## config.mk

```make
export PLATFORM = sky130hd
export DESIGN_NAME = dual_pulse_peak_baseline_analyzer_core_flat
export DESIGN_NICKNAME = d
export VERILOG_FILES = /design/src/pdpb_pkg.sv /design/src/pdpb_in_if.sv /design/src/pdpb_out_if.sv /design/src/pdpb_div.sv /design/src/pdpb_lane.sv /design/src/dual_pulse_peak_baseline_analyzer_core.sv /design/src/flat_wrapper.sv
export SDC_FILE = /design/constraint.sdc
export NUM_CORES = 2
export LEC_CHECK = 0
export ABC_AREA = 1
export BUFFER_PORTS_ARGS = -buffer_cell sky130_fd_sc_hd__buf_2
export CELL_PAD_IN_SITES_DETAIL_PLACEMENT = 0
export CELL_PAD_IN_SITES_GLOBAL_PLACEMENT = 1
export CORE_MARGIN = 5
export CORE_UTILIZATION = 44
export DETAILED_ROUTE_END_ITERATION = 8
export PLACE_DENSITY_LB_ADDON = 0.1
export SLEW_MARGIN = 25
export SYNTH_ARGS = -nofsm -noshare
export SYNTH_HDL_FRONTEND = slang
export SYNTH_SLANG_ARGS = --single-unit
```

## constraint.sdc

```tcl
create_clock -name clk -period 14.8 [get_ports clk]
set_clock_uncertainty 0.2 [all_clocks]
set_input_delay 2.22 -clock clk [delete_from_list [all_inputs] [get_ports clk]]
set_output_delay 2.22 -clock clk [all_outputs]
set_load 0.02 [all_outputs]
```

## src/pdpb_pkg.sv

```systemverilog
// ----------------------------------------------------------------------------
// pdpb_pkg
// Shared constants, register indexes and lane result type for the dual
// pulse peak and baseline analyzer.
// ----------------------------------------------------------------------------
`default_nettype none

package pdpb_pkg;

  localparam int SAMPLE_BITS  = 14;
  localparam int TIME_BITS    = 16;
  localparam int SMOOTH_BITS  = 13;
  localparam int MAX_WINDOW   = 16;
  localparam int MAX_BASELINE = 1024;

  localparam int CFG_DATA_W   = 14;
  localparam int CFG_INDEX_W  = 2;
  localparam int WINDOW_REG_W = 5;
  localparam int BASE_REG_W   = 11;

  localparam logic [CFG_INDEX_W-1:0] REG_INVERT   = 2'd0;
  localparam logic [CFG_INDEX_W-1:0] REG_CUTOFF   = 2'd1;
  localparam logic [CFG_INDEX_W-1:0] REG_WINDOW   = 2'd2;
  localparam logic [CFG_INDEX_W-1:0] REG_BASELINE = 2'd3;

  localparam logic                          RST_INVERT   = 1'b1;
  localparam logic signed [SAMPLE_BITS-1:0] RST_CUTOFF   = 14'sd90;
  localparam logic [WINDOW_REG_W-1:0]       RST_WINDOW   = 5'd7;
  localparam logic [BASE_REG_W-1:0]         RST_BASELINE = 11'd100;

  localparam logic signed [SAMPLE_BITS-1:0] SAMPLE_MAX = {1'b0, {(SAMPLE_BITS-1){1'b1}}};
  localparam logic signed [SAMPLE_BITS-1:0] SAMPLE_MIN = {1'b1, {(SAMPLE_BITS-1){1'b0}}};

  typedef struct packed {
    logic                          done;
    logic signed [SAMPLE_BITS-1:0] peak;
    logic [TIME_BITS-1:0]          peak_time;
    logic signed [SAMPLE_BITS-1:0] trough;
    logic [SMOOTH_BITS-1:0]        smooth;
    logic signed [SAMPLE_BITS-1:0] baseline;
  } lane_result_t;

endpackage

`default_nettype wire

```

## src/pdpb_in_if.sv

```systemverilog
// ----------------------------------------------------------------------------
// pdpb_in_if
// Sample pair channel: valid/ready handshake with timestamp, two channel
// samples and the end-of-waveform mark.
// ----------------------------------------------------------------------------
`default_nettype none

interface pdpb_in_if;
  logic                                    valid;
  logic                                    ready;
  logic [pdpb_pkg::TIME_BITS-1:0]          sample_time;
  logic signed [pdpb_pkg::SAMPLE_BITS-1:0] sample_a;
  logic signed [pdpb_pkg::SAMPLE_BITS-1:0] sample_b;
  logic                                    last_sample;

  modport source (output valid, sample_time, sample_a, sample_b, last_sample,
                  input ready);
  modport sink (input valid, sample_time, sample_a, sample_b, last_sample,
                output ready);
endinterface

`default_nettype wire

```

## src/pdpb_out_if.sv

```systemverilog
// ----------------------------------------------------------------------------
// pdpb_out_if
// Waveform result channel: valid/ready handshake with the per-channel
// peak, trough, smoothed peak and baseline figures and the accept flag.
// ----------------------------------------------------------------------------
`default_nettype none

interface pdpb_out_if;
  logic                                    valid;
  logic                                    ready;
  logic signed [pdpb_pkg::SAMPLE_BITS-1:0] peak_a;
  logic signed [pdpb_pkg::SAMPLE_BITS-1:0] peak_b;
  logic [pdpb_pkg::TIME_BITS-1:0]          peak_time_a;
  logic [pdpb_pkg::TIME_BITS-1:0]          peak_time_b;
  logic signed [pdpb_pkg::SAMPLE_BITS-1:0] trough_a;
  logic signed [pdpb_pkg::SAMPLE_BITS-1:0] trough_b;
  logic [pdpb_pkg::SMOOTH_BITS-1:0]        smooth_peak_a;
  logic [pdpb_pkg::SMOOTH_BITS-1:0]        smooth_peak_b;
  logic signed [pdpb_pkg::SAMPLE_BITS-1:0] baseline_a;
  logic signed [pdpb_pkg::SAMPLE_BITS-1:0] baseline_b;
  logic                                    accepted;

  modport source (output valid, peak_a, peak_b, peak_time_a, peak_time_b,
                  trough_a, trough_b, smooth_peak_a, smooth_peak_b,
                  baseline_a, baseline_b, accepted,
                  input ready);
  modport sink (input valid, peak_a, peak_b, peak_time_a, peak_time_b,
                trough_a, trough_b, smooth_peak_a, smooth_peak_b,
                baseline_a, baseline_b, accepted,
                output ready);
endinterface

`default_nettype wire

```

## src/pdpb_div.sv

```systemverilog
// ----------------------------------------------------------------------------
// pdpb_div
// Unsigned restoring divider, one quotient bit per cycle. The quotient
// holds after done until the next start.
// ----------------------------------------------------------------------------
`default_nettype none

module pdpb_div #(
  parameter int NUM_W = 24,
  parameter int DEN_W = 11
) (
  input  wire logic             clk,
  input  wire logic             rst,
  input  wire logic             start,
  input  wire logic [NUM_W-1:0] num,
  input  wire logic [DEN_W-1:0] den,
  output logic      [NUM_W-1:0] quo,
  output logic                  done
);

  localparam int CNT_W = $clog2(NUM_W + 1);

  logic [DEN_W-1:0] rem;
  logic [DEN_W-1:0] den_r;
  logic [CNT_W-1:0] cnt;
  logic             busy;
  logic [DEN_W:0]   trial;
  logic             fits;

  assign trial = {rem, quo[NUM_W-1]};
  assign fits  = trial >= {1'b0, den_r};

  always_ff @(posedge clk) begin
    if (rst) begin
      busy <= 1'b0;
      done <= 1'b0;
      cnt  <= '0;
    end else if (start) begin
      busy  <= 1'b1;
      done  <= 1'b0;
      cnt   <= CNT_W'(NUM_W);
      quo   <= num;
      rem   <= '0;
      den_r <= den;
    end else if (busy) begin
      rem <= fits ? DEN_W'(trial - {1'b0, den_r}) : trial[DEN_W-1:0];
      quo <= {quo[NUM_W-2:0], fits};
      cnt <= cnt - 1'b1;
      if (cnt == CNT_W'(1)) begin
        busy <= 1'b0;
        done <= 1'b1;
      end
    end
  end

endmodule

`default_nettype wire

```

## src/pdpb_lane.sv

```systemverilog
// ----------------------------------------------------------------------------
// pdpb_lane
// One channel lane: optional sign inversion, running min and max with the
// max timestamp, zero-filled moving window sum and its best value, leading
// sample sum, and the end-of-waveform divisions.
// ----------------------------------------------------------------------------
`default_nettype none

module pdpb_lane #(
  parameter int MAX_WINDOW   = pdpb_pkg::MAX_WINDOW,
  parameter int MAX_BASELINE = pdpb_pkg::MAX_BASELINE,
  localparam int SW     = pdpb_pkg::SAMPLE_BITS,
  localparam int LEN_W  = $clog2(MAX_WINDOW + 1),
  localparam int CNT_W  = $clog2(MAX_BASELINE + 1)
) (
  input  wire logic                            clk,
  input  wire logic                            rst,
  input  wire logic                            take,
  input  wire logic                            last,
  input  wire logic                            invert,
  input  wire logic signed [SW-1:0]            sample,
  input  wire logic [pdpb_pkg::TIME_BITS-1:0]  stamp,
  input  wire logic [LEN_W-1:0]                live_width,
  input  wire logic                            in_base,
  input  wire logic [CNT_W-1:0]                count_next,
  output pdpb_pkg::lane_result_t               result
);

  localparam int IDX_W  = (MAX_WINDOW > 1) ? $clog2(MAX_WINDOW) : 1;
  localparam int WSUM_W = SW + $clog2(MAX_WINDOW);
  localparam int BSUM_W = SW + $clog2(MAX_BASELINE);

  logic signed [SW-1:0]     taps [MAX_WINDOW];
  logic signed [SW-1:0]     run_min;
  logic signed [SW-1:0]     run_max;
  logic [pdpb_pkg::TIME_BITS-1:0] max_time;
  logic signed [WSUM_W-1:0] wsum;
  logic signed [WSUM_W-1:0] best;
  logic signed [BSUM_W-1:0] bsum;

  logic signed [pdpb_pkg::SAMPLE_BITS-1:0] peak_r;
  logic signed [pdpb_pkg::SAMPLE_BITS-1:0] trough_r;
  logic [pdpb_pkg::TIME_BITS-1:0]          peak_time_r;
  logic                                    bneg;

  logic signed [SW-1:0]     s;
  logic [LEN_W-1:0]         lw_m1;
  logic [IDX_W-1:0]         lw_idx;
  logic signed [SW-1:0]     leaving;
  logic signed [SW-1:0]     min_next;
  logic signed [SW-1:0]     max_next;
  logic [pdpb_pkg::TIME_BITS-1:0] time_next;
  logic signed [WSUM_W-1:0] wsum_next;
  logic signed [WSUM_W-1:0] best_next;
  logic signed [BSUM_W-1:0] bsum_next;
  logic [BSUM_W-1:0]        bmag;
  logic                     start;

  logic [WSUM_W-1:0]        wq;
  logic [BSUM_W-1:0]        bq;
  logic [BSUM_W-1:0]        bq_signed;
  logic                     wdone;
  logic                     bdone;

  always_comb begin
    if (invert) begin
      s = (sample == pdpb_pkg::SAMPLE_MIN) ? pdpb_pkg::SAMPLE_MAX : -sample;
    end else begin
      s = sample;
    end
  end

  assign lw_m1   = live_width - 1'b1;
  assign lw_idx  = IDX_W'(lw_m1);
  assign leaving = taps[lw_idx];

  assign min_next  = (s < run_min) ? s : run_min;
  assign max_next  = (s > run_max) ? s : run_max;
  assign time_next = (s > run_max) ? stamp : max_time;
  assign wsum_next = wsum - WSUM_W'(leaving) + WSUM_W'(s);
  assign best_next = (wsum_next > best) ? wsum_next : best;
  assign bsum_next = in_base ? bsum + BSUM_W'(s) : bsum;
  assign bmag      = bsum_next[BSUM_W-1] ? BSUM_W'(~bsum_next + 1'b1) : BSUM_W'(bsum_next);
  assign start     = take && last;

  always_ff @(posedge clk) begin
    if (rst || start) begin
      run_min  <= pdpb_pkg::SAMPLE_MAX;
      run_max  <= pdpb_pkg::SAMPLE_MIN;
      max_time <= '0;
      wsum     <= '0;
      best     <= '0;
      bsum     <= '0;
      for (int k = 0; k < MAX_WINDOW; k++) begin
        taps[k] <= '0;
      end
    end else if (take) begin
      run_min  <= min_next;
      run_max  <= max_next;
      max_time <= time_next;
      wsum     <= wsum_next;
      best     <= best_next;
      bsum     <= bsum_next;
      taps[0]  <= s;
      for (int k = 1; k < MAX_WINDOW; k++) begin
        taps[k] <= taps[k-1];
      end
    end
  end

  always_ff @(posedge clk) begin
    if (start) begin
      peak_r      <= max_next;
      trough_r    <= min_next;
      peak_time_r <= time_next;
      bneg        <= bsum_next[BSUM_W-1];
    end
  end

  pdpb_div #(
    .NUM_W (WSUM_W),
    .DEN_W (LEN_W)
  ) u_wdiv (
    .clk   (clk),
    .rst   (rst),
    .start (start),
    .num   (WSUM_W'(best_next)),
    .den   (live_width),
    .quo   (wq),
    .done  (wdone)
  );

  pdpb_div #(
    .NUM_W (BSUM_W),
    .DEN_W (CNT_W)
  ) u_bdiv (
    .clk   (clk),
    .rst   (rst),
    .start (start),
    .num   (bmag),
    .den   (count_next),
    .quo   (bq),
    .done  (bdone)
  );

  assign bq_signed = bneg ? BSUM_W'(~bq + 1'b1) : bq;

  always_comb begin
    result.done      = wdone && bdone;
    result.peak      = peak_r;
    result.peak_time = peak_time_r;
    result.trough    = trough_r;
    result.smooth    = wq[pdpb_pkg::SMOOTH_BITS-1:0];
    result.baseline  = bq_signed[pdpb_pkg::SAMPLE_BITS-1:0];
  end

endmodule

`default_nettype wire

```

## src/dual_pulse_peak_baseline_analyzer_core.sv

```systemverilog
// ----------------------------------------------------------------------------
// dual_pulse_peak_baseline_analyzer_core
// Two-channel pulse analyzer: per-channel peak, peak time, trough, largest
// moving-window mean and leading-sample baseline, with an accept flag.
//
// Usage: sample pairs enter on the samples channel, one beat per clock while
// a waveform streams in. The beat with last_sample set closes the waveform;
// the two channel lanes then run their window and baseline divisions in
// parallel on restoring dividers, one quotient bit a cycle, and samples.ready
// is low meanwhile. The result sits in an output register: while it waits
// for results.ready the next waveform streams in, and only the loading of
// its own result waits for the register to free. Window width and baseline
// count are latched at the first beat of a waveform. Configuration is a
// plain write port (cfg_we, cfg_index, cfg_data). Synchronous reset restores
// the register defaults, clears all waveform state and drops results.valid.
// ----------------------------------------------------------------------------
`default_nettype none

module dual_pulse_peak_baseline_analyzer_core #(
  parameter int MAX_WINDOW   = pdpb_pkg::MAX_WINDOW,
  parameter int MAX_BASELINE = pdpb_pkg::MAX_BASELINE
) (
  input  wire logic                               clk,
  input  wire logic                               rst,
  pdpb_in_if.sink                                 samples,
  pdpb_out_if.source                              results,
  input  wire logic                               cfg_we,
  input  wire logic [pdpb_pkg::CFG_INDEX_W-1:0]   cfg_index,
  input  wire logic [pdpb_pkg::CFG_DATA_W-1:0]    cfg_data
);

  localparam int LEN_W = $clog2(MAX_WINDOW + 1);
  localparam int CNT_W = $clog2(MAX_BASELINE + 1);
  localparam int SW    = pdpb_pkg::SAMPLE_BITS;

  typedef enum logic [1:0] {
    ST_RUN = 2'b01,
    ST_DIV = 2'b10
  } state_t;

  state_t state;
  state_t state_next;

  logic                               invert;
  logic signed [SW-1:0]               cutoff;
  logic [pdpb_pkg::WINDOW_REG_W-1:0]  window_width;
  logic [pdpb_pkg::BASE_REG_W-1:0]    baseline_count;

  logic             wave_open;
  logic [LEN_W-1:0] live_width;
  logic [CNT_W-1:0] live_base;
  logic [CNT_W-1:0] count;

  logic [LEN_W-1:0] width_sat;
  logic [CNT_W-1:0] base_sat;
  logic [LEN_W-1:0] width_eff;
  logic [CNT_W-1:0] base_eff;
  logic             in_base;
  logic [CNT_W-1:0] count_next;
  logic             take;
  logic             lanes_done;
  logic             load;

  pdpb_pkg::lane_result_t res_a;
  pdpb_pkg::lane_result_t res_b;

  always_ff @(posedge clk) begin
    if (rst) begin
      invert         <= pdpb_pkg::RST_INVERT;
      cutoff         <= pdpb_pkg::RST_CUTOFF;
      window_width   <= pdpb_pkg::RST_WINDOW;
      baseline_count <= pdpb_pkg::RST_BASELINE;
    end else if (cfg_we) begin
      case (cfg_index)
        pdpb_pkg::REG_INVERT:   invert         <= cfg_data[0];
        pdpb_pkg::REG_CUTOFF:   cutoff         <= $signed(cfg_data[SW-1:0]);
        pdpb_pkg::REG_WINDOW:   window_width   <= cfg_data[pdpb_pkg::WINDOW_REG_W-1:0];
        pdpb_pkg::REG_BASELINE: baseline_count <= cfg_data[pdpb_pkg::BASE_REG_W-1:0];
        default: ;
      endcase
    end
  end

  always_comb begin
    if (window_width == '0) begin
      width_sat = LEN_W'(1);
    end else if (32'(window_width) > MAX_WINDOW) begin
      width_sat = LEN_W'(MAX_WINDOW);
    end else begin
      width_sat = LEN_W'(window_width);
    end
    if (baseline_count == '0) begin
      base_sat = CNT_W'(1);
    end else if (32'(baseline_count) > MAX_BASELINE) begin
      base_sat = CNT_W'(MAX_BASELINE);
    end else begin
      base_sat = CNT_W'(baseline_count);
    end
  end

  assign width_eff  = wave_open ? live_width : width_sat;
  assign base_eff   = wave_open ? live_base : base_sat;
  assign in_base    = count < base_eff;
  assign count_next = in_base ? count + 1'b1 : count;

  assign samples.ready = (state == ST_RUN);
  assign take          = samples.valid && samples.ready;
  assign lanes_done    = res_a.done && res_b.done;
  assign load          = (state == ST_DIV) && lanes_done && (!results.valid || results.ready);

  always_ff @(posedge clk) begin
    if (rst) begin
      wave_open  <= 1'b0;
      count      <= '0;
      live_width <= LEN_W'(1);
      live_base  <= CNT_W'(1);
    end else if (take) begin
      if (samples.last_sample) begin
        wave_open <= 1'b0;
        count     <= '0;
      end else begin
        wave_open  <= 1'b1;
        count      <= count_next;
        live_width <= width_eff;
        live_base  <= base_eff;
      end
    end
  end

  always_comb begin
    state_next = state;
    case (state)
      ST_RUN: begin
        if (take && samples.last_sample) begin
          state_next = ST_DIV;
        end
      end
      ST_DIV: begin
        if (load) begin
          state_next = ST_RUN;
        end
      end
      default: state_next = ST_RUN;
    endcase
  end

  always_ff @(posedge clk) begin
    if (rst) begin
      state <= ST_RUN;
    end else begin
      state <= state_next;
    end
  end

  pdpb_lane #(
    .MAX_WINDOW   (MAX_WINDOW),
    .MAX_BASELINE (MAX_BASELINE)
  ) u_lane_a (
    .clk        (clk),
    .rst        (rst),
    .take       (take),
    .last       (samples.last_sample),
    .invert     (invert),
    .sample     (samples.sample_a),
    .stamp      (samples.sample_time),
    .live_width (width_eff),
    .in_base    (in_base),
    .count_next (count_next),
    .result     (res_a)
  );

  pdpb_lane #(
    .MAX_WINDOW   (MAX_WINDOW),
    .MAX_BASELINE (MAX_BASELINE)
  ) u_lane_b (
    .clk        (clk),
    .rst        (rst),
    .take       (take),
    .last       (samples.last_sample),
    .invert     (invert),
    .sample     (samples.sample_b),
    .stamp      (samples.sample_time),
    .live_width (width_eff),
    .in_base    (in_base),
    .count_next (count_next),
    .result     (res_b)
  );

  always_ff @(posedge clk) begin
    if (rst) begin
      results.valid <= 1'b0;
    end else if (load) begin
      results.valid <= 1'b1;
    end else if (results.ready) begin
      results.valid <= 1'b0;
    end
  end

  always_ff @(posedge clk) begin
    if (load) begin
      results.peak_a        <= res_a.peak;
      results.peak_b        <= res_b.peak;
      results.peak_time_a   <= res_a.peak_time;
      results.peak_time_b   <= res_b.peak_time;
      results.trough_a      <= res_a.trough;
      results.trough_b      <= res_b.trough;
      results.smooth_peak_a <= res_a.smooth;
      results.smooth_peak_b <= res_b.smooth;
      results.baseline_a    <= res_a.baseline;
      results.baseline_b    <= res_b.baseline;
      results.accepted      <= ($signed(res_a.peak) <= cutoff) &&
                               ($signed(res_b.peak) <= cutoff);
    end
  end

endmodule

`default_nettype wire

```

## src/flat_wrapper.sv

```systemverilog
// flat-port wrapper written by rule: the top's interface ports become plain ports
module dual_pulse_peak_baseline_analyzer_core_flat 
#(
  parameter int MAX_WINDOW   = pdpb_pkg::MAX_WINDOW,
  parameter int MAX_BASELINE = pdpb_pkg::MAX_BASELINE
)
  (clk, rst, cfg_we, cfg_index, cfg_data, samples_valid, samples_sample_time, samples_sample_a, samples_sample_b, samples_last_sample, samples_ready, results_valid, results_peak_a, results_peak_b, results_peak_time_a, results_peak_time_b, results_trough_a, results_trough_b, results_smooth_peak_a, results_smooth_peak_b, results_baseline_a, results_baseline_b, results_accepted, results_ready);
  pdpb_in_if samples_i ();
  pdpb_out_if results_i ();
  input  wire logic clk;
  input  wire logic rst;
  input  wire logic cfg_we;
  input  wire logic [pdpb_pkg::CFG_INDEX_W-1:0] cfg_index;
  input  wire logic [pdpb_pkg::CFG_DATA_W-1:0] cfg_data;
  input wire logic [$bits(samples_i.valid)-1:0] samples_valid;
  input wire logic [$bits(samples_i.sample_time)-1:0] samples_sample_time;
  input wire logic [$bits(samples_i.sample_a)-1:0] samples_sample_a;
  input wire logic [$bits(samples_i.sample_b)-1:0] samples_sample_b;
  input wire logic [$bits(samples_i.last_sample)-1:0] samples_last_sample;
  output wire logic [$bits(samples_i.ready)-1:0] samples_ready;
  output wire logic [$bits(results_i.valid)-1:0] results_valid;
  output wire logic [$bits(results_i.peak_a)-1:0] results_peak_a;
  output wire logic [$bits(results_i.peak_b)-1:0] results_peak_b;
  output wire logic [$bits(results_i.peak_time_a)-1:0] results_peak_time_a;
  output wire logic [$bits(results_i.peak_time_b)-1:0] results_peak_time_b;
  output wire logic [$bits(results_i.trough_a)-1:0] results_trough_a;
  output wire logic [$bits(results_i.trough_b)-1:0] results_trough_b;
  output wire logic [$bits(results_i.smooth_peak_a)-1:0] results_smooth_peak_a;
  output wire logic [$bits(results_i.smooth_peak_b)-1:0] results_smooth_peak_b;
  output wire logic [$bits(results_i.baseline_a)-1:0] results_baseline_a;
  output wire logic [$bits(results_i.baseline_b)-1:0] results_baseline_b;
  output wire logic [$bits(results_i.accepted)-1:0] results_accepted;
  input wire logic [$bits(results_i.ready)-1:0] results_ready;
  assign samples_i.valid = samples_valid;
  assign samples_i.sample_time = samples_sample_time;
  assign samples_i.sample_a = samples_sample_a;
  assign samples_i.sample_b = samples_sample_b;
  assign samples_i.last_sample = samples_last_sample;
  assign samples_ready = samples_i.ready;
  assign results_valid = results_i.valid;
  assign results_peak_a = results_i.peak_a;
  assign results_peak_b = results_i.peak_b;
  assign results_peak_time_a = results_i.peak_time_a;
  assign results_peak_time_b = results_i.peak_time_b;
  assign results_trough_a = results_i.trough_a;
  assign results_trough_b = results_i.trough_b;
  assign results_smooth_peak_a = results_i.smooth_peak_a;
  assign results_smooth_peak_b = results_i.smooth_peak_b;
  assign results_baseline_a = results_i.baseline_a;
  assign results_baseline_b = results_i.baseline_b;
  assign results_accepted = results_i.accepted;
  assign results_i.ready = results_ready;
  dual_pulse_peak_baseline_analyzer_core #(.MAX_WINDOW(MAX_WINDOW), .MAX_BASELINE(MAX_BASELINE)) u_core (.clk(clk), .rst(rst), .samples(samples_i), .results(results_i), .cfg_we(cfg_we), .cfg_index(cfg_index), .cfg_data(cfg_data));
endmodule
```

======== Word level (Yosys, flattened, before mapping) ========
Memory sizes are Yosys's and may differ from the RTL's.
Cells that the tools add are included.
storage, ports and cells
  bits in registers ....................... 663
  memory bits (writable) .................. 448
  input port bits ......................... 66
  output and inout bits ................... 145
  logic and storage cells ................. 297
  memories ................................ 2
operators by class
  add/subtract/negate cells ............... 22
  $lt $le $gt $ge ......................... 15
  eq/ne operators ......................... 13
  mux-type cells .......................... 105
  bitwise operators ....................... 38
  reductions and logical operators ........ 35
memory list
  name                  depth  width  read ports  clocked after memory_dff  wr ports  RTL line         text
  u_core.u_lane_a.taps  16     14     16          0                         16        pdpb_lane.sv:33  logic signed [SW-1:0] taps [MAX_WINDOW];
  u_core.u_lane_b.taps  16     14     16          0                         16        pdpb_lane.sv:33
operator list
  operator               number
  $mux 14                42
  $mux 24                8
  $mux 18                6
  $mux 11                9
  $mux 5                 15
  $add 24x1->24 const B  2
  $add 24x14->24         2
  $not 24->24            2
  $add 18x14->18         2
  $gt 18x18->1           2
  $sub 18x14->18         2
  $mux 16                2
  $or 1x1->1             32
  $reduce_and 2->1       15
  $add 14x1->14 const B  2
  $eq 14x14->1 const B   2
  $gt 14x14->1           2
  $le 14x14->1           2
  $lt 14x14->1           2
  $neg 14->14            2
  $not 14->14            2
  $ge 12x11->1           2
  $sub 11x11->11         2
  $eq 5x1->1 const B     4
  other kinds (24)       65

======== Depth between registers and ports, before layout ========
An unclocked memory read counts as a cell.
  depth after elaboration ................. 11
  mapped depth ............................ 52

======== Hierarchy ========
Synthesis repeated with hierarchy kept, for this count alone.
second synthesis, totals
  cell total of the unflattened synthesis .. 7179
  area, all modules ....................... 60563.1 um^2
modules (own cells, without submodules)
  module                                  instances  cells each  area each (um^2)  seq. area each (um^2)
  pdpb_lane (u_core.u_lane_b)             1          2714        21520.6           10159.7
  pdpb_lane (u_core.u_lane_a)             1          2692        21480.6           10159.7
  dual_pulse_peak_baseline_analyzer_core  1          677         8100.3            5535.3
  pdpb_div (u_core.u_lane_a.u_bdiv ...)   2          366         3026.7            1521.5
  pdpb_div (u_core.u_lane_a.u_wdiv ...)   2          182         1704.1            980.9

======== Worst setup path after synthesis ========
OpenSTA, ideal clock, no wires.
  kind .................................... input port to flip-flop
  start point ............................. input port rst
  end point ............................... memory u_core.u_lane_a.taps[0][0] in the netlist's numbering, enable pin
  setup time .............................. 987 ps
  arrival ................................. 15033 ps
  setup slack ............................. -1420 ps
  stages .................................. 4
  cells stage by stage .................... clkbuf_1 > inv_1 > nand2_1 > clkbuf_1
RTL lines
  item         RTL line            text
  from (decl)  flat_wrapper.sv:11  input wire logic rst;
  to (decl)    pdpb_lane.sv:33

======== Worst setup path after layout ========
  start point ............................. register u_core.wave_open
  end point ............................... register u_core.u_lane_b.u_wdiv.quo[10] (data pin)
between the ends
  cells in the longest elaborated chain, start to end .. 8
RTL lines
  item                               RTL line                                       text
  from (decl)                        dual_pulse_peak_baseline_analyzer_core.sv:49   logic wave_open;
  from (signal assigned)             dual_pulse_peak_baseline_analyzer_core.sv:113  wave_open <= 1'b0;
  from (signal assigned)             dual_pulse_peak_baseline_analyzer_core.sv:119  wave_open <= 1'b0;
  from (signal assigned)             dual_pulse_peak_baseline_analyzer_core.sv:122  wave_open <= 1'b1;
  $mux 5                             dual_pulse_peak_baseline_analyzer_core.sv:101  assign width_eff = wave_open ? live_width : width_sat;
  $sub 4x1->4                        pdpb_lane.sv:73                                assign lw_m1 = live_width - 1'b1;
  $mem_v2 16x14                      -
  $sub 18x14->18                     pdpb_lane.sv:80                                assign wsum_next = wsum - WSUM_W'(leaving) + WSUM_W'(s);
  $add 18x14->18                     pdpb_lane.sv:80
  via u_core.u_lane_b.wsum_next[12]  pdpb_lane.sv:53                                logic signed [WSUM_W-1:0] wsum_next;
  $gt 18x18->1                       pdpb_lane.sv:81                                assign best_next = (wsum_next > best) ? wsum_next : best;
  $mux 18                            pdpb_lane.sv:81
  $mux 18                            pdpb_div.sv:38                                 end else if (start) begin
  to (signal assigned)               pdpb_div.sv:42                                 quo <= num;
  to (signal assigned)               pdpb_div.sv:47                                 quo <= {quo[NUM_W-2:0], fits};
  to (decl)                          pdpb_div.sv:17                                 output logic [NUM_W-1:0] quo,
The timed path passes the listed nets, and every way through them passes these cells.
A chain may end at the register's enable or synchronous reset.

==> tab_implementation.tex <==
\begin{tabular}{lr}
\hline
Metric & Value \\
\hline
\multicolumn{2}{l}{\textbf{Run status}} \\
Outcome & complete, no violations \\
\multicolumn{2}{l}{\textbf{Cells and area}} \\
Fill cell instance count of the final layout & roughly 13000 \\
Number of nets at the end of the flow & about 7000 \\
Post-route design area & 0.0649 mm\^{}2 \\
Most frequent standard cell in the layout excluding fill and tap cells & sky130\_fd\_sc\_hd\_\_inv\_1 \\
Fraction of final layout cells with drive strength greater than 1 & under 10\% \\
Most frequent cells in the layout & sky130\_fd\_sc\_hd\_\_inv\_1, sky130\_fd\_sc\_hd\_\_nand2\_1, sky130\_fd\_sc\_hd\_\_edfxtp\_1, sky130\_fd\_sc\_hd\_\_nor2\_1, sky130\_fd\_sc\_hd\_\_o21ai\_0 \\
Area growth syn-to-layout & 12.4\% \\
Post-layout utilization of the core & roughly half \\
\multicolumn{2}{l}{\textbf{Power and ir drop}} \\
Part of the total power dissipated in combinational logic & a little under two fifths \\
Cell-internal power & between 7 and 8 mW \\
Portion of total power attributed to sequential cells & about a third \\
Switching power of the nets & $\sim$4.3 mW \\
Standby leakage power & approximately 28 nW \\
Sw Ratio & approximately 38\% \\
Highest ir drop seen on vdd & 0.158 mV \\
Clock power share & between 20 and 30\% \\
Power per cell area & around 180 mW/mm\^{}2 \\
\multicolumn{2}{l}{\textbf{Floorplan}} \\
Die boundary width & 372 um \\
Starting density of the core & between 40 and 50\% \\
Core footprint & between 0.1 and 0.15 mm\^{}2 \\
Count of boundary I/O pins & 211 \\
Number of cell rows & around 130 \\
Die Y-Extent & between 300 and 400 um \\
Floorplan die area & about 0.14 mm\^{}2 \\
\multicolumn{2}{l}{\textbf{Critical path}} \\
Required time at the worst-slack endpoint & 15.08 ns \\
Count of cells along the worst register-to-register path & 37 \\
Endpoint type of the worst setup path & flip-flop \\
Reg-to-Reg End & u\_core.u\_lane\_b.u\_wdiv.quo[10] \\
Slowest cell on the critical path & sky130\_fd\_sc\_hd\_\_dfxtp\_1 \\
CP bufs+invs & 7 \\
Kind of critical path & reg -> reg \\
Max incr delay on CP & approximately 0.64 ns \\
Crit path DAT & around 9.5 ns \\
Cell type group with the largest total delay on the critical path & compound AO/OA/AOI/OAI gates \\
Startpoint of the lowest-slack register-to-register path & u\_core.wave\_open \\
Flop2flop setup slack & roughly 5.5 ns \\
Setup crit start kind & flip-flop \\
Maximum fanout encountered on the critical timing path & about 100 \\
\multicolumn{2}{l}{\textbf{STA}} \\
Sum Neg Setup Slack & 0 ns \\
Achievable Freq & between 100 and 150 MHz \\
Final setup violation count & 0 \\
RSZ-0062 raised after global routing & no \\
Minimum period implied by the final worst setup slack & $\sim$9.3 ns \\
Pin slew with the least headroom to its limit & 1.01 ns \\
Final worst path period share & 62.5\% \\
Final hold violations & 0 \\
Normalized max-slew margin & about a third \\
Final count of pins violating max slew & 0 \\
\multicolumn{2}{l}{\textbf{Flow run}} \\
Number of maximum-capacitance constraint violations & 0 \\
\multicolumn{2}{l}{\textbf{Synth}} \\
Most common flop cell mapped by yosys & sky130\_fd\_sc\_hd\_\_edfxtp\_1 \\
Cell types with the largest area share after synthesis & sky130\_fd\_sc\_hd\_\_edfxtp\_1, sky130\_fd\_sc\_hd\_\_dfxtp\_1, sky130\_fd\_sc\_hd\_\_inv\_1 \\
Post-synthesis instance area & a little under 0.06 mm\^{}2 \\
Share of the synthesized area in the top cell type & a little over two fifths \\
Dominant cell type by area after synthesis & sky130\_fd\_sc\_hd\_\_edfxtp\_1 \\
Post-synthesis average cell area & 8.84 um\^{}2 \\
Post-synthesis cell type count & 64 \\
Gate Count Post-Synth & 6534 \\
Async set-reset flop share out of synthesis & 0\% \\
Total of flip-flops plus latches after synthesis & 1111 \\
Syn\_nets & 6898 \\
Yosys synthesis warning count & 0 \\
Sequential-to-total area share from yosys stat & a little over half \\
Number of enable flip-flop cells after synthesis & a little over 800 \\
\multicolumn{2}{l}{\textbf{Drt}} \\
Detailed Route Iter0 Violations & about 3600 \\
Drt drc & 0 \\
Routed wire length & 159 mm \\
Post-detailed-route wirelength per cell & between 15 and 20 um \\
DR pass1 iterations & 5 \\
Antenna-violating nets left & 0 \\
Overall via count from detail\_route & roughly 44000 \\
Per-cell via count in the routed design & roughly 5.2 \\
\multicolumn{2}{l}{\textbf{GRT}} \\
Vias in the first global route & 41656 \\
Overall global routing resource usage & between 20\% and 30\% \\
Maximum number of pins on one net before global-route repair & a little over 200 \\
Wire length of the first global-routing pass & about 240 mm \\
Number of antenna violations at the first check in global routing & 12 \\
GRT overflow & 0 \\
\multicolumn{2}{l}{\textbf{Placed design}} \\
DP Area & around 0.06 mm\^{}2 \\
Port Buffers & 210 \\
Global placement routability congestion & 0.881 \\
Estimated wirelength of the detail-placed design & between 100 and 150 mm \\
\multicolumn{2}{l}{\textbf{Clock tree}} \\
TritonCTS clock tree & yes \\
CTS Root Buffer Type & sky130\_fd\_sc\_hd\_\_clkbuf\_16 \\
Buffers inserted during post-CTS setup optimization & 0 \\
Resized Gates After CTS & 0 \\
\# hold bufs at CTS & 0 \\
Number of buffers added by the clock tree synthesis step & between 100 and 150 \\
CTS max path bufs & 3 \\
Clock net sink count & around 1100 \\
Clock latency on the worst-skew pair & just under 0.8 ns \\
CTS H-tree depth & 4 \\
Clock Pin Slew Worst Setup and Hold Paths & around 0.060 ns \\
\multicolumn{2}{l}{\textbf{Worst hold path}} \\
Endpoint of the worst hold path & u\_core.results.peak\_time\_b[15] \\
Worst Hold Launch & u\_core.u\_lane\_b.peak\_time\_r[15] \\
Worst hold path type & reg -> reg \\
Worst Hold Depth & 0 \\
\hline
\end{tabular}
[registers in the layout (all words and copies together), names as in the netlist, 16 cells and up]
name	cells
u_core.u_lane_a.peak_time_r	16
u_core.u_lane_b.bsum	24
u_core.u_lane_b.u_bdiv.quo	24
u_core.u_lane_b.u_wdiv.quo	18
u_core.u_lane_a.u_wdiv.quo	18
u_core.results.peak_time_a	16
u_core.u_lane_a.max_time	16
u_core.u_lane_a.taps	224
u_core.u_lane_a.bsum	24
u_core.u_lane_b.max_time	16
u_core.u_lane_b.best	18
u_core.u_lane_b.taps	224
u_core.u_lane_a.best	18
u_core.u_lane_b.wsum	18
u_core.u_lane_b.peak_time_r	16
u_core.u_lane_a.wsum	18
u_core.results.peak_time_b	16
u_core.u_lane_a.u_bdiv.quo	24
[metrics by stage]
| step | setup WS, ns | power, mW | hold WS, ns | instances |
|---|---|---|---|---|
| floorplan | 4.70 | 6.95 | 0.200 | 6534 |
| global placement | 5.25 | 8.02 | 0.202 | 8285 |
| detailed placement | 5.24 | 8.07 | 0.205 | 8285 |
| CTS | 5.22 | 11.4 | 0.217 | 8524 |
| global route | 4.52 | 12.2 | 0.223 | 8528 |
| finish | 5.55 | 11.4 | 0.216 | 8530 |
[area by class of cell]
class / count / area [um^2] / area share [%]
sequential: 1111 / 30400 / 46.8
multi-input combinational: 4026 / 22100 / 34.1
clock buffer: 182 / 3730 / 5.74
clock inverter: 57 / 676 / 1.04
timing repair buffer: 271 / 1570 / 2.41
inverter: 1123 / 4230 / 6.52
tap: 1755 / 2200 / 3.38
antenna: 5 / 12.5 / 0.0193
[kinds of logic after synthesis]
group / Yosys count / synth area share, %
AND/OR/NAND/NOR: 2284 / 16.3
buffers and inverters: 1397 / 9.31
AO/OA/AOI/OAI: 1297 / 12.6
flip-flops: 1111 / 52.6
adder cells (fa/ha/maj): 298 / 6.97
XOR/XNOR: 147 / 2.24
[power by group through the flow]
stage	Clock [mW]	Combinational, mW	Sequential [mW]
after floorplan	0	3.08	3.87
after global placement	0	4.11	3.91
after detailed placement	0	4.16	3.91
after CTS	3.41	4.19	3.85
after global routing	3.54	4.80	3.87
final	3.33	4.19	3.85
[layer usage]
metal  vias to the layer above  GRT usage [%]  share of wire (%)
li1                      22016              -                  -
met1                     20878           32.6                 48
met2                       880           35.3                 45
met3                       206           3.59                4.9
met4                         0           6.92                2.7
met5                         -              0                  0
[synthesized netlist by cell type (26+ instances only)]
library cell	instances
sky130_fd_sc_hd__nand2_1	1110
sky130_fd_sc_hd__nand4_1	57
sky130_fd_sc_hd__o211ai_1	101
sky130_fd_sc_hd__a21oi_1	349
sky130_fd_sc_hd__dfxtp_1	298
sky130_fd_sc_hd__nor3_1	41
sky130_fd_sc_hd__o21ai_0	563
sky130_fd_sc_hd__fa_1	40
sky130_fd_sc_hd__xnor2_1	42
sky130_fd_sc_hd__o22ai_1	150
sky130_fd_sc_hd__ha_1	258
sky130_fd_sc_hd__buf_2	26
sky130_fd_sc_hd__xor2_1	104
sky130_fd_sc_hd__inv_1	1114
sky130_fd_sc_hd__nand3_1	282
sky130_fd_sc_hd__edfxtp_1	813
sky130_fd_sc_hd__clkbuf_1	214
sky130_fd_sc_hd__nor2_1	715
[worst max-delay path by stage]
stage,from,end,slack (ns),cells after the start
after global routing,u_core.wave_open,u_core.u_lane_b.u_wdiv.quo[15],4.52,40
after CTS,u_core.wave_open,u_core.u_lane_b.u_wdiv.quo[10],5.22,40
after global placement,u_core.wave_open,u_core.u_lane_b.u_wdiv.quo[10],5.25,37
after detailed placement,u_core.wave_open,u_core.u_lane_b.u_wdiv.quo[10],5.24,40
final,u_core.wave_open,u_core.u_lane_b.u_wdiv.quo[10],5.55,37
after floorplan,results_ready,u_core.results.accepted,4.70,2
No activity file was read; power rests on OpenSTA's default activity.
